### src/rtl/sma_pkg.sv
// Shared types and constants of the stack machine ALU.
// No dependencies.
package sma_pkg;
    localparam int STACK_DEPTH = 64;
    localparam int VALUE_BITS  = 32;
    localparam int FRAC_BITS   = 16;
    localparam int PTR_BITS    = $clog2(STACK_DEPTH + 1);
    localparam int ADDR_BITS   = $clog2(STACK_DEPTH);
    localparam int ELEM_BITS   = VALUE_BITS + 1;

    typedef enum logic [4:0] {
        OP_PUSH = 5'd0, OP_ADD = 5'd1, OP_SUB = 5'd2, OP_MUL = 5'd3, OP_DIV = 5'd4,
        OP_MOD = 5'd5, OP_EQ = 5'd6, OP_NE = 5'd7, OP_GT = 5'd8, OP_GE = 5'd9,
        OP_LT = 5'd10, OP_LE = 5'd11, OP_AND = 5'd12, OP_OR = 5'd13, OP_NOT = 5'd14,
        OP_POP = 5'd15, OP_DUP = 5'd16, OP_DUP2 = 5'd17, OP_SWAP12 = 5'd18,
        OP_SWAP13 = 5'd19, OP_WRITE = 5'd20
    } t_op;

    typedef enum logic [2:0] {
        ST_OK = 3'd0, ST_UNDER = 3'd1, ST_TYPE = 3'd2, ST_FULL = 3'd3,
        ST_DIV0 = 3'd4, ST_SAT = 3'd5
    } t_status;

    // controller to datapath
    typedef struct packed {
        logic load;   // capture request
        logic rd;     // read step: fetch top/second/third
        logic exec;   // execute: start arithmetic, compute writes
        logic commit; // apply writes, build result
    } t_cmd;

    // datapath to controller
    typedef struct packed {
        logic busy;   // iterative unit running
    } t_stat;
endpackage

### src/rtl/sma_ctrl.sv
// Sequencer of one instruction: capture, read, execute, wait, commit, deliver.
// Depends on sma_pkg.
module sma_ctrl (
    input  logic           i_clk,
    input  logic           i_rst_n,
    input  logic           i_in_valid,
    output logic           o_in_ready,
    output logic           o_out_valid,
    input  logic           i_out_ready,
    output sma_pkg::t_cmd  o_cmd,
    input  sma_pkg::t_stat i_stat
);
    import sma_pkg::*;
    typedef enum logic [6:0] {
        S_IDLE = 7'b0000001, S_RD0 = 7'b0000010, S_RD1 = 7'b0000100,
        S_RD2 = 7'b0001000, S_EXEC = 7'b0010000, S_WAIT = 7'b0100000,
        S_OUT = 7'b1000000
    } t_state;
    t_state r_state, n_state;
    logic   r_ov;

    assign o_in_ready = (r_state == S_IDLE);
    assign o_out_valid = r_ov;
    assign o_cmd.load = o_in_ready && i_in_valid;
    assign o_cmd.rd   = (r_state == S_RD0) || (r_state == S_RD1) || (r_state == S_RD2);
    assign o_cmd.exec = (r_state == S_EXEC);
    assign o_cmd.commit = (r_state == S_WAIT) && !i_stat.busy && !(r_ov && !i_out_ready);

    // advance the sequence
    always_comb begin
        n_state = r_state;
        unique case (r_state)
            S_IDLE: if (i_in_valid) n_state = S_RD0;
            S_RD0:  n_state = S_RD1;
            S_RD1:  n_state = S_RD2;
            S_RD2:  n_state = S_EXEC;
            S_EXEC: n_state = S_WAIT;
            S_WAIT: if (o_cmd.commit) n_state = S_IDLE;
            default: n_state = S_IDLE;
        endcase
    end

    always_ff @(posedge i_clk) begin
        if (!i_rst_n) begin
            r_state <= S_IDLE;
            r_ov <= 1'b0;
        end else begin
            r_state <= n_state;
            if (o_cmd.commit) r_ov <= 1'b1;
            else if (i_out_ready) r_ov <= 1'b0;
        end
    end
endmodule

### config.mk
export PLATFORM = sky130hd
export DESIGN_NAME = sma_ctrl
export DESIGN_NICKNAME = d
export VERILOG_FILES = /design/src/rtl/sma_pkg.sv /design/src/rtl/sma_ctrl.sv
export SDC_FILE = /design/constraint.sdc
export NUM_CORES = 1
export LEC_CHECK = 0
export BUFFER_PORTS_ARGS = -buffer_cell sky130_fd_sc_hd__buf_2
export CORE_AREA = 2 2 39 41
export DETAILED_ROUTE_END_ITERATION = 6
export DIE_AREA = 0 0 41 43
export PLACE_DENSITY = 0.53
export SLEW_MARGIN = 20
export SYNTH_ARGS = -nofsm -noshare
export SYNTH_HDL_FRONTEND = slang
export SYNTH_SLANG_ARGS = --single-unit
export TNS_END_PERCENT = 10
### constraint.sdc
create_clock -name i_clk -period 1.22 [get_ports i_clk]
set_input_delay 0.244 -clock i_clk [delete_from_list [all_inputs] [get_ports i_clk]]
set_output_delay 0.244 -clock i_clk [all_outputs]
set_load 0.005 [all_outputs]
# Word-level counts from Yosys, hierarchy flattened
# Index checks and enable logic that the tools add are counted.
[classes]
n_eq_ne = 8
mux = 5
n_reduce_logical = 11
[ops]
columns = ["operator", "n"]
rows = [
  ["one-hot mux 7 bit (6 select lines)", 1],
  ["2-to-1 mux 7 bit", 2],
  ["equality test 7 x 1 -> 1 bit (second input constant)", 1],
  ["equality test 7 x 2 -> 1 bit (second input constant)", 1],
  ["equality test 7 x 3 -> 1 bit (second input constant)", 1],
  ["equality test 7 x 4 -> 1 bit (second input constant)", 1],
  ["equality test 7 x 5 -> 1 bit (second input constant)", 1],
  ["equality test 7 x 6 -> 1 bit (second input constant)", 1],
  ["logical AND 1 bit", 4],
  ["inequality test 2 bit (second input constant)", 2],
  ["zero test 1 bit", 3],
  ["logical OR 1 bit", 2],
  ["2-to-1 mux 1 bit", 2],
  ["AND reduction 2 bit", 1],
  ["nonzero test 2 bit", 1],
]
[totals]
register_bits = 8
in_bits = 5
out_inout_bits = 6

# Longest topological paths before layout
# Gate-level depths: netlist of the first run.
[depth]
depth_word = 6
depth_mapped = 5
depth_no_buf = 5

# Worst setup path after synthesis of the first run
# OpenSTA, ideal clock, no wires.
[synth_path]
path_kind = "register to output"
start = "reg r_state[1]"
end = "out o_cmd[3] (netlist bit)"
t_arrival_ps = 1068
required_ps = 976
path_slack_ps = -92
stages_incl_launch_ff = 5
n_path_buf = 0
path_cell_list = "dfxtp_1 > nor4_2 > nand3b_1 > inv_1 > and2_1"
[synth_lines]
columns = ["item", "line", "rtl"]
rows = [
  ["from (decl)", "sma_ctrl.sv:19", "t_state r_state, n_state;"],
  ["from (signal assigned)", "sma_ctrl.sv:48", "r_state <= n_state;"],
  ["to (decl)", "sma_ctrl.sv:10", "output sma_pkg::t_cmd o_cmd,"],
]

==> results of run 1 <==
## cell usage after synthesis (all sizes together)
library cell / instances
dfxtp: 7
nor2: 5
nor3b: 3
a31oi: 2
nand3b: 2
nor2b: 2
o211a: 2
o21ai: 2
and2: 1
and3: 1
and4: 1
inv: 1
nand2: 1
nand2b: 1
nand3: 1
nor3: 1
nor4: 1
o311ai: 1
or3: 1
or4b: 1
xor2: 1
## stage by stage
step	setup TNS (ps)	util [%]
2_1_floorplan	-16.3	-
6_report	-1590	42.0
3_5_place_dp	-282	36.2
5_1_grt	-1950	42.0
4_1_cts	-1640	40.9
3_3_place_gp	-356	36.2
## flip-flops by register name, summed over array words and instances, names as in the netlist
register and flops:
o_out_valid 1, r_state 6
## worst max-delay path, delay by kind of cell, from the launching register on
| kind | cells | cell delay, ps |
|---|---|---|
| flops | 1 | 340 |
| buf+inv | 2 | 170 |
| simple gates | 3 | 570 |
## area by class of cell
cell class / instances / share of cell area, %
Inverter: 1 / 0.647
Clock buffer: 4 / 4.53
Sequential cell: 7 / 25.6
Multi-Input combinational cell: 30 / 40.5
Timing Repair Buffer: 22 / 25.2
Tap cell: 16 / 3.45
## path summary, 6_finish.rpt
kind / start / end / slack, ps / depth (start not counted)
worst max-delay path: r_state[4]$_SDFFE_PN0P_ / o_cmd[3] / -350 / 5
worst min-delay path: i_rst_n / r_state[0]$_SDFFE_PN1P_ / 250 / 2
worst max register to register: r_state[5]$_SDFFE_PN0P_ / r_state[0]$_SDFFE_PN1P_ / -60 / 3
worst min register to register: r_state[3]$_SDFFE_PN0P_ / r_state[2]$_SDFFE_PN0P_ / 620 / 2
## layer usage
layer / routed length [um] / GRT usage, % / vias to the layer above
met5: 0 / 0 / -
met4: 19 / 10.0 / 0
met3: 64 / 4.71 / 2
met2: 534 / 19.7 / 12
met1: 408 / 13.1 / 197
li1: - / - / 197
## power breakdown
part | leakage (nW) | switching, W | internal [W]
clock | 0.0150 | 0.0000914 | 0.000125
combinational | 0.217 | 0.0000960 | 0.000125
sequential | 0.0596 | 0.0000165 | 0.000246
total | 0.291 | 0.000204 | 0.000497
## cell families (layout without fill, tap and decap cells)
logic type / Yosys count / count (layout) / synth area share (%)
compound gates: 7 / 7 / 15.0
simple gates: 22 / 22 / 40.5
xor+xnor: 1 / 1 / 2.56
flops: 7 / 7 / 40.9
buf+inv: 1 / 27 / 1.09
## repair_timing
item / in CTS / in global routing
pin swaps: 8 / 2
endpoints found under the setup margin: 7 / 10
resized for setup: 8 / 4
setup buffers: 2 / 0
==> run_results.csv, run 1 <==
group,metric,value,unit
sta,setup_viol,7,
sta,worst_hold_slack,247,ps
synth,ys_seq_elements,7,
floorplanning,fp.dieH,43,um
place,dp.final_hpwl,660,um
drt,via_per_inst,5.10,
final_layout,mostFrequentLayoutCells,"buf_4 (12), buf_2 (9), nor2_1 (5), dfxtp_2 (4), clkbuf_4 (3)",
drt,drt_iter0_drc,5,
floorplanning,fp.dieW,41,um
floorplanning,num_rows,14,
power,power_density,1210,mW/mm^2
sta,finalCritPeriodShare,129,%
sta,skew,11.2,ps
sta,hold_violations,0,
worst_setup_path,slowest_stage,"dfxtp_2",
floorplanning,design.die.area,0.00176,mm^2
global_route,grt-ovfl-total,0,
final_layout,final_common_cell,"buf_4",
power,vdd_ir_drop_max,0.535,mV
synth,ys_seq_area_share,40.9,%
global_route,track_usage,12.8,%
floorplanning,start_util,24.8,%
floorplanning,pin_count,11,
sta,max_clock_freq,635,MHz
run_status,status,"complete, but fails checks",
final_layout,multi_input_area,235,um^2
final_layout,num_antenna_cells,0,
worst_setup_path,crit_required,980,ps
cts,cts_num_sinks,7,
place,dpl.cell_count,74,
place,gp_congestion,0.683,
final_layout,layout.area.seq,149,um^2
worst_setup_path,cp-end-kind,"primary output",
final_layout,fillCellCount,147,
worst_setup_path,path_class,"reg -> out",
drt,first_pass_iters,6,
worst_hold_path,min_path_type,"in -> reg",
place,place_ws,-112,ps
worst_setup_path,path_cells,"nor4_4 > nand3b_1 > inv_2 > and2_4 > buf_6",
synth,synthDistinctLibCells,21,
cts,htree_num_levels,1,
sta,fin_ws,-354,ps
synth,synth_top_area_cell,"dfxtp_1",
synth,synth.top_cell.area_share,40.9,%
worst_setup_path,cpPeakStageDelay,340,ps
synth,synthTopCellsByArea,"dfxtp_1 (41%), nor3b_1 (6.6%), o211a_1 (5.8%)",
synth,ys.warnings.count,0,
final_layout,drive_gt1_share,59.4,%
final_layout,area_growth,69.3,%
sta,relSlewSlack,84.5,%
place,io_buffer_count,10,
global_route,antenna_found_initial,0,
final_layout,design_area,581,um^2
cts,cts_root_buf,"clkbuf_4",
final_layout,fin_cells,80,
drt,drc,0,
run,maxCapViolCount,0,
cts,cts_buffer_depth,2,
global_route,grt_max_degree,7,
drt,wl,1030,um
sta,final.min_clock_period,1570,ps
cts,cts_buffers,3,
synth,avgSynthCellArea,9.02,um^2
sta,rsz0062_at_grt,"true",
worst_setup_path,worstPathMaxFanout,4,
sta,worst_pin_slew,229,ps
floorplanning,core_area,0.00138,mm^2
cts,cts_hold_buffers,0,
worst_setup_path,critPathLaunchType,"flip-flop",
drt,vias,408,
drt,wl_per_cell,12.8,um
global_route,grt_first_pass_wirelength,1460,um
sta,slew_violations,0,
drt,ant_nets,0,
run_status,violations,"setup timing",
cts,clkTransAtPathRegs,50,ps
power,cellLeakagePower,0.291,nW
synth,syn-num-nets,43,
place,place_area,500,um^2
cts,cts_tree,"done",
final_layout,final_nets,70,
cts,clk_latency,260,ps
global_route,grt_pass1_vias,374,
power,total_power,0.000701,W
synth,synth_area,343,um^2
worst_setup_path,critical_path_arrival,1330,ps
synth,synthCells,38,
(Power assumes the default switching activity.)
==> inputs of run 2 (changes only) <==
Settings changed: CTS_CLUSTER_SIZE set to 10, REMOVE_ABC_BUFFERS set to 1.
==> run_results.csv, run 2 (synthesized netlist as in run 1, its figures left out) <==
group,metric,value,unit
global_route,grt_first_pass_wirelength,1600,um
power,p_sw_share,28.0,%
floorplanning,num_rows,14,
run_status,violations,"setup timing",
sta,hold_violations,0,
place,io_buffer_count,10,
sta,rsz0062_at_grt,"true",
final_layout,fillCellCount,147,
worst_setup_path,r2r_cells,3,
sta,worst_pin_slew,208,ps
worst_setup_path,cp_num_buf_inv,2,
drt,routedLengthMet1,378,um
cts,cts_tree,"done",
cts,cts_root_buf,"clkbuf_4",
power,internal_power,0.000491,W
power,power_density,1240,mW/mm^2
cts,cts_setup_buffers,0,
worst_setup_path,crit_start,"r_state[2]$_SDFFE_PN0P_",
drt,wl_met2,406,um
sta,max_clock_freq,634,MHz
place,dp.final_hpwl,693,um
global_route,antenna_found_initial,0,
worst_setup_path,r2r_end,"r_state[0]$_SDFFE_PN1P_",
global_route,grt_pass1_vias,382,
global_route,grt_max_degree,7,
sta,finalCritPeriodShare,129,%
final_layout,top_register,"r_state",
worst_setup_path,worstPathMaxFanout,5,
final_layout,drive_gt1_share,50.8,%
final_layout,final_common_cell,"buf_4",
sta,setup_viol,7,
power,power.share.clock,31.2,%
drt,drt_iter0_drc,5,
power,p_comb_share,31.1,%
drt,highest_layer,"met4",
worst_setup_path,critical_path_depth,5,
floorplanning,fp.dieH,43,um
final_layout,num_antenna_cells,0,
power,seqPwrFrac,37.8,%
floorplanning,pin_count,11,
final_layout,fin_cells,79,
drt,ant_nets,0,
worst_setup_path,r2r_setup_slack,-10,ps
cts,clkTransAtPathRegs,50,ps
worst_setup_path,crit_required,980,ps
drt,first_pass_iters,2,
sta,skew,2.79,ps
power,vdd_ir_drop_max,0.619,mV
run_status,status,"complete, but fails checks",
sta,relSlewSlack,85.9,%
floorplanning,start_util,24.8,%
place,gp_congestion,0.733,
run,maxCapViolCount,0,
worst_setup_path,crit_path_end,"o_cmd[3]",
final_layout,largest_register_ffs,6,
worst_setup_path,cp-end-kind,"primary output",
cts,htree_num_levels,1,
worst_setup_path,critPathLaunchType,"flip-flop",
drt,drc,0,
drt,wl_met3,56,um
worst_setup_path,cp_top_family,"simple AND/OR/NAND/NOR gates",
drt,vias,377,
sta,slew_violations,0,
worst_setup_path,slowest_stage,"dfxtp_2",
worst_setup_path,path_cells,"nor4_4 > nand3b_1 > inv_2 > and2_1 > buf_2",
sta,tns,-1410,ps
floorplanning,fp.dieW,41,um
place,place_ws,-148,ps
worst_setup_path,regToRegStartpoint,"r_state[4]$_SDFFE_PN0P_",
worst_hold_path,min_path_type,"in -> reg",
drt,via_per_inst,4.77,
cts,cts_buffers,3,
final_layout,mostFrequentLayoutCells,"buf_4 (11), buf_2 (10), nor2_1 (5), dfxtp_1 (4)",
global_route,track_usage,14.0,%
drt,wl_per_cell,10.9,um
power,cellLeakagePower,0.280,nW
worst_setup_path,path_class,"reg -> out",
floorplanning,design.die.area,0.00176,mm^2
place,dpl.cell_count,75,
sta,fin_ws,-357,ps
worst_setup_path,cpPeakStageDelay,350,ps
floorplanning,core_area,0.00138,mm^2
cts,cts_buffer_depth,2,
sta,final.min_clock_period,1580,ps
cts,cts_num_sinks,7,
final_layout,area_growth,60.2,%
cts,clk_latency,250,ps
worst_setup_path,critical_path_arrival,1330,ps
power,power.switching,0.000191,W
drt,wl,859,um
final_layout,final_nets,69,
global_route,grt-ovfl-total,0,
==> run 2: cell count changes in the layout (fill, tap and decap cells not counted), sizes merged <==
| cell | previous run | this run |
|---|---|---|
| buf | 22 | 21 |
==> run 2: area by class of cell <==
type / count / area, um^2 / share of cell area (%)
multi-input combinational: 30 / 223 / 40.5
timing repair buffer: 21 / 133 / 24.1
clock buffer: 4 / 26.3 / 4.78
tap: 16 / 20.0 / 3.64
sequential: 7 / 144 / 26.2
inverter: 1 / 3.75 / 0.683
==> run 2: how the worst min path moves through the flow <==
stage,startpoint,endpoint,cells past startpoint
3_5_place_dp,i_rst_n,r_state[0]$_SDFFE_PN1P_,2
2_1_floorplan,i_rst_n,r_state[0]$_SDFFE_PN1P_,1
4_1_cts,i_rst_n,r_state[0]$_SDFFE_PN1P_,2
3_3_place_gp,i_rst_n,r_state[0]$_SDFFE_PN1P_,2
5_1_grt,i_rst_n,r_state[0]$_SDFFE_PN1P_,2
6_report,i_rst_n,r_state[0]$_SDFFE_PN1P_,2
==> run 2: worst reg2reg max path, cell delays in order (launching register included) <==
cell and delay [ps]:
dfxtp_1 310, or4b_1 490, a31oi_1 200, o311ai_1 100
==> run 2: metrics by stage <==
step	hold slack, ps	cell area (um^2)	total power (W)	util [%]
2_1_floorplan	335	343	0.000348	-
3_3_place_gp	498	495	0.000455	35.8
3_5_place_dp	503	495	0.000457	35.8
4_1_cts	229	539	0.000688	39.0
5_1_grt	237	549	0.000729	39.7
6_report	235	549	0.000682	39.7
==> run 2: power groups by stage <==
stage	registers (W)	logic, W	clock network (W)
final	0.000257	0.000212	0.000213
after global routing	0.000261	0.000234	0.000234
after CTS	0.000258	0.000208	0.000223
after detailed placement	0.000260	0.000197	0
after global placement	0.000261	0.000194	0
after floorplan	0.000267	0.0000808	0
==> run 2: what timing repair did <==
| action | 4_1_cts | 5_1_grt |
|---|---|---|
| hold buffers | 0 | 0 |
| setup endpoints to repair | 10 | 10 |
| hold endpoints to repair | 0 | 0 |
| resized for setup | 7 | 3 |
| pin swaps | 2 | 2 |
==> run 2: per-layer routing <==
metal | up-vias | GRT usage, %
met5 | - | 0
met1 | 172 | 16.3
met3 | 2 | 3.66
li1 | 193 | -
met2 | 10 | 20.0
met4 | 0 | 12.0
